**src/rtl/core/tnfa_pkg.sv**
```systemverilog
`default_nettype none
package tnfa_pkg;
  typedef enum logic [1:0] {
    CMD_BUILD   = 2'd0,
    CMD_CLOSURE = 2'd1,
    CMD_STEP    = 2'd2,
    CMD_CLEAR   = 2'd3
  } cmd_t;

  typedef enum logic [1:0] {
    ST_OK    = 2'd0,
    ST_UNDER = 2'd1,
    ST_FULL  = 2'd2,
    ST_STACK = 2'd3
  } status_t;

  localparam logic [7:0] CH_CAT  = 8'h2E;
  localparam logic [7:0] CH_ALT  = 8'h7C;
  localparam logic [7:0] CH_STAR = 8'h2A;
  localparam logic [7:0] CH_PLUS = 8'h2B;

  // controller -> datapath
  typedef struct packed {
    logic load;      // latch the input word
    logic clr_init;  // reset stack and counters, start a sweep at entry 0
    logic clr_row;   // clear current sweep row
    logic build;     // apply build for latched character
    logic op_rd;     // read the row of the next lambda update
    logic op_wb;     // write back that row with the new edges
    logic scan_init; // start a set scan
    logic scan_row;  // one scan step
  } dp_cmd_t;

  // datapath -> controller
  typedef struct packed {
    logic clr_last;
    logic scan_done;
    logic op_pend;
    logic is_query;
    logic is_clear;
  } dp_stat_t;

  function automatic logic is_alnum(input logic [7:0] c);
    return (c >= 8'h30 && c <= 8'h39) || (c >= 8'h41 && c <= 8'h5A) ||
           (c >= 8'h61 && c <= 8'h7A);
  endfunction
endpackage
`default_nettype wire

```
**src/rtl/core/tnfa_ctrl.sv**
```systemverilog
`default_nettype none
module tnfa_ctrl (
  input  wire logic              clk,
  input  wire logic              rst,
  input  wire logic              s_tvalid,
  output logic                   s_tready,
  input  wire logic              m_tready,
  output logic                   m_tvalid,
  input  wire tnfa_pkg::dp_stat_t stat,
  output tnfa_pkg::dp_cmd_t      cmd
);
  typedef enum logic [2:0] {
    S_RESET, S_CLR, S_IDLE, S_DISPATCH, S_WRD, S_WWB, S_SCAN, S_OUT
  } state_t;
  state_t state;

  assign s_tready = (state == S_IDLE);

  always_comb begin
    cmd = '0;
    cmd.load      = (state == S_IDLE) && s_tvalid;
    cmd.clr_init  = ((state == S_DISPATCH) && stat.is_clear) || (state == S_RESET);
    cmd.clr_row   = (state == S_CLR);
    cmd.build     = (state == S_DISPATCH) && !stat.is_query && !stat.is_clear;
    cmd.op_rd     = (state == S_WRD) && stat.op_pend;
    cmd.op_wb     = (state == S_WWB);
    cmd.scan_init = (state == S_DISPATCH) && stat.is_query;
    cmd.scan_row  = (state == S_SCAN);
  end

  always_ff @(posedge clk) begin
    if (rst) begin
      state    <= S_RESET;
      m_tvalid <= 1'b0;
    end else begin
      unique case (state)
        S_RESET: state <= S_CLR;
        S_CLR: begin
          if (m_tvalid && m_tready) m_tvalid <= 1'b0;
          if (stat.clr_last) begin
            if (m_tvalid && !m_tready) state <= S_OUT;
            else state <= S_IDLE;
          end
        end
        S_IDLE: if (s_tvalid) state <= S_DISPATCH;
        S_DISPATCH: begin
          if (stat.is_query) state <= S_SCAN;
          else if (stat.is_clear) begin
            state    <= S_CLR;
            m_tvalid <= 1'b1;
          end else begin
            state <= S_WRD;
          end
        end
        S_WRD: begin
          if (stat.op_pend) state <= S_WWB;
          else begin
            state    <= S_OUT;
            m_tvalid <= 1'b1;
          end
        end
        S_WWB: state <= S_WRD;
        S_SCAN: if (stat.scan_done) begin
          state    <= S_OUT;
          m_tvalid <= 1'b1;
        end
        S_OUT: if (m_tready) begin
          m_tvalid <= 1'b0;
          state    <= S_IDLE;
        end
      endcase
    end
  end
endmodule
`default_nettype wire

```
**config.mk**
```make
export PLATFORM = sky130hd
export DESIGN_NAME = tnfa_ctrl
export DESIGN_NICKNAME = d
export VERILOG_FILES = /design/src/rtl/core/tnfa_pkg.sv /design/src/rtl/core/tnfa_ctrl.sv
export SDC_FILE = /design/constraint.sdc
export NUM_CORES = 1
export LEC_CHECK = 0
export ABC_AREA = 1
export ABC_CLOCK_PERIOD_IN_PS = 2000
export BUFFER_PORTS_ARGS = -buffer_cell sky130_fd_sc_hd__buf_2
export CAP_MARGIN = 20
export CORE_AREA = 4 4 41 43
export DETAILED_ROUTE_END_ITERATION = 8
export DIE_AREA = 0 0 45 47
export SLEW_MARGIN = 20
export SYNTH_ARGS = -nofsm -noshare
export SYNTH_HDL_FRONTEND = slang
export SYNTH_SLANG_ARGS = --single-unit
```
**constraint.sdc**
```tcl
create_clock -name clk -period 2 [get_ports clk]
set_clock_uncertainty 0.05 [all_clocks]
set_input_delay 0.3 -clock clk [delete_from_list [all_inputs] [get_ports clk]]
set_output_delay 0.3 -clock clk [all_outputs]
set_load 0.05 [all_outputs]
```
==> results.json <==
{
  "status": "complete, no violations",
  "path_clk_slew_ns": 0.04,
  "min_period_over_period_pct": 85.3,
  "p_sw_share_pct": 43.0,
  "hpwl_um": 903,
  "required_ns": 1.65,
  "post_cts_resized": 0,
  "powerDensity_nw_per_um2": 650,
  "dieArea_sq_um": 2120,
  "finalHoldViolations": 0,
  "route.antenna.remaining_nets": 0,
  "grt_pass1_wl_um": 1640,
  "holdWs_ns": 0.182,
  "vdd_drop_max_uv": 251,
  "htreeDepth": 1,
  "intPower_mw": 0.198,
  "hold_buffers": 0,
  "drcViolationCount": 0,
  "mostFrequentLayoutCell": "nand2_1",
  "synth-seq-area-share_pct": 18.8,
  "gp_congestion": 0.784,
  "fin_area_sq_um": 534,
  "period_minus_slack_ns": 1.71,
  "finalSetupViolations": 0,
  "root_buffer": "clkbuf_4",
  "relSlewSlack_pct": 76.0,
  "io_buffers": 18,
  "placedInstanceArea_sq_um": 512,
  "clk_latency_ns": 0.24,
  "wl_um": 1010,
  "p_switching_mw": 0.149,
  "syn2layout_area_growth_pct": 25.6,
  "yosys_warnings": 0,
  "path_delay_family": "flip-flops",
  "crit_type": "flop to output port",
  "diodes": 0,
  "fmax_ghz": 0.586,
  "via_count": 528,
  "worst_pin_slew_ns": 0.360,
  "max_stage_delay_ns": 0.51,
  "drt_iter0_drc": 10,
  "drive_gt1_share_pct": 28.0,
  "crit_fanout": 8,
  "avgSynthCellArea_sq_um": 5.25,
  "power_frac_comb_pct": 41.3,
  "grt_pass1_vias": 406,
  "post-place-ws_ns": 0.548,
  "ios": 19,
  "grt_max_degree": 10,
  "seqCellArea_sq_um": 80.1,
  "arrival_ns": 1.36,
  "drv_cap": 0,
  "r2r_slack_ns": 0.67,
  "crit_chain": "nand3_1 -> nor3_1 -> buf_2",
  "seqPwrFrac_pct": 29.9,
  "clock-sinks": 4,
  "fin_setup_tns_ns": 0,
  "start_util_pct": 32.7,
  "antenna_found_initial": 0,
  "cts_setup_buffers": 0,
  "pwr-share-clk_pct": 28.8,
  "row_count": 13,
  "core_area_sq_um": 1300,
  "die_y_um": 47,
  "routedWlPerCell_um": 8.79,
  "p_leak_nw": 0.348,
  "fillers": 156,
  "slew_violations": 0,
  "slowest_stage": "dfxtp_1",
  "clk_path_buf_depth": 2,
  "final_cell_mix": "nand2_1, buf_2, inv_1",
  "numCtsBuffers": 3,
  "hp-class": "primary input to flop",
  "gr-usage-all-layers_pct": 11.0,
  "fin_ws_ns": 0.294,
  "syn_inst": 81,
  "drtPass1Iterations": 4,
  "rsz0062_at_grt": "false",
  "crit_buf_inv": 1,
  "viasPerCell": 4.59,
  "synth_cell_types": 14,
  "die_x_um": 45,
  "cts_tree": "yes",
  "nNetsFinal": 111,
  "multi_input_area_sq_um": 251,
  "grt-ovfl-total": 0,
  "startpoint_type": "flop",
  "end_kind": "output port",
  "syn_nets": 90,
  "ys_ff_latch": 4,
  "netlist_area_sq_um": 425
}
==> power groups by stage <==
stage / clock network (mW) / logic (mW) / registers, mW
global route: 0.107 / 0.161 / 0.105
CTS: 0.103 / 0.145 / 0.104
floorplan: 0 / 0.116 / 0.106
global placement: 0 / 0.146 / 0.105
finish: 0.100 / 0.143 / 0.104
detailed placement: 0 / 0.144 / 0.105
==> synthesized netlist by cell type (all sizes together) <==
cell type / instances / area (sq um)
clkinv: 1 / 3.75
nand3: 7 / 35.0
nand2: 21 / 83.8
nor3: 3 / 15.0
inv: 18 / 67.6
o21ai: 2 / 10.0
a21oi: 5 / 25.0
buf: 2 / 22.5
nor2: 18 / 82.6
dfxtp: 4 / 80.1
==> path summary, 6_finish.rpt <==
path / startpoint / endpoint / depth (start not counted)
worst min register to register: m_tvalid$_SDFFE_PP0P_ / m_tvalid$_SDFFE_PP0P_ / 2
worst max-delay path: state[0]$_SDFFE_PP0P_ / cmd[4] / 3
worst min-delay path: rst / state[2]$_SDFFE_PP0P_ / 2
worst max register to register: state[0]$_SDFFE_PP0P_ / state[2]$_SDFFE_PP0P_ / 7
==> metal layers <==
metal / vias up / wire length (um) / GRT usage [%]
li1: 285 / - / -
met1: 219 / 435 / 12.9
met2: 22 / 444 / 17.2
met3: 2 / 122 / 4.98
met4: 0 / 9 / 5.26
met5: - / 0 / 0
==> layout make-up <==
cell class / count / share of cell area (%)
clock buffer: 3 / 4.22
inverter: 19 / 13.3
multi-input combinational: 56 / 47.1
sequential: 4 / 15.0
tap: 15 / 3.51
timing repair buffer: 18 / 16.9
==> per-stage QoR <==
step	cells	utilization, %	power (mW)
finish	115	41.1	0.347
global route	115	41.1	0.373
CTS	115	41.1	0.351
detailed placement	112	39.3	0.249
global placement	112	39.3	0.250
floorplan	81	-	0.222
==> logic make-up after synthesis <==
group           synth area share (%)
simple gates                    50.9
buf+inv                         22.1
compound gates                  8.23
flops                           18.8
==> registers in the layout (all words and copies together), names as in the netlist <==
name	count
m_tvalid	1
state	3
Power figures use the tool's default switching activity.
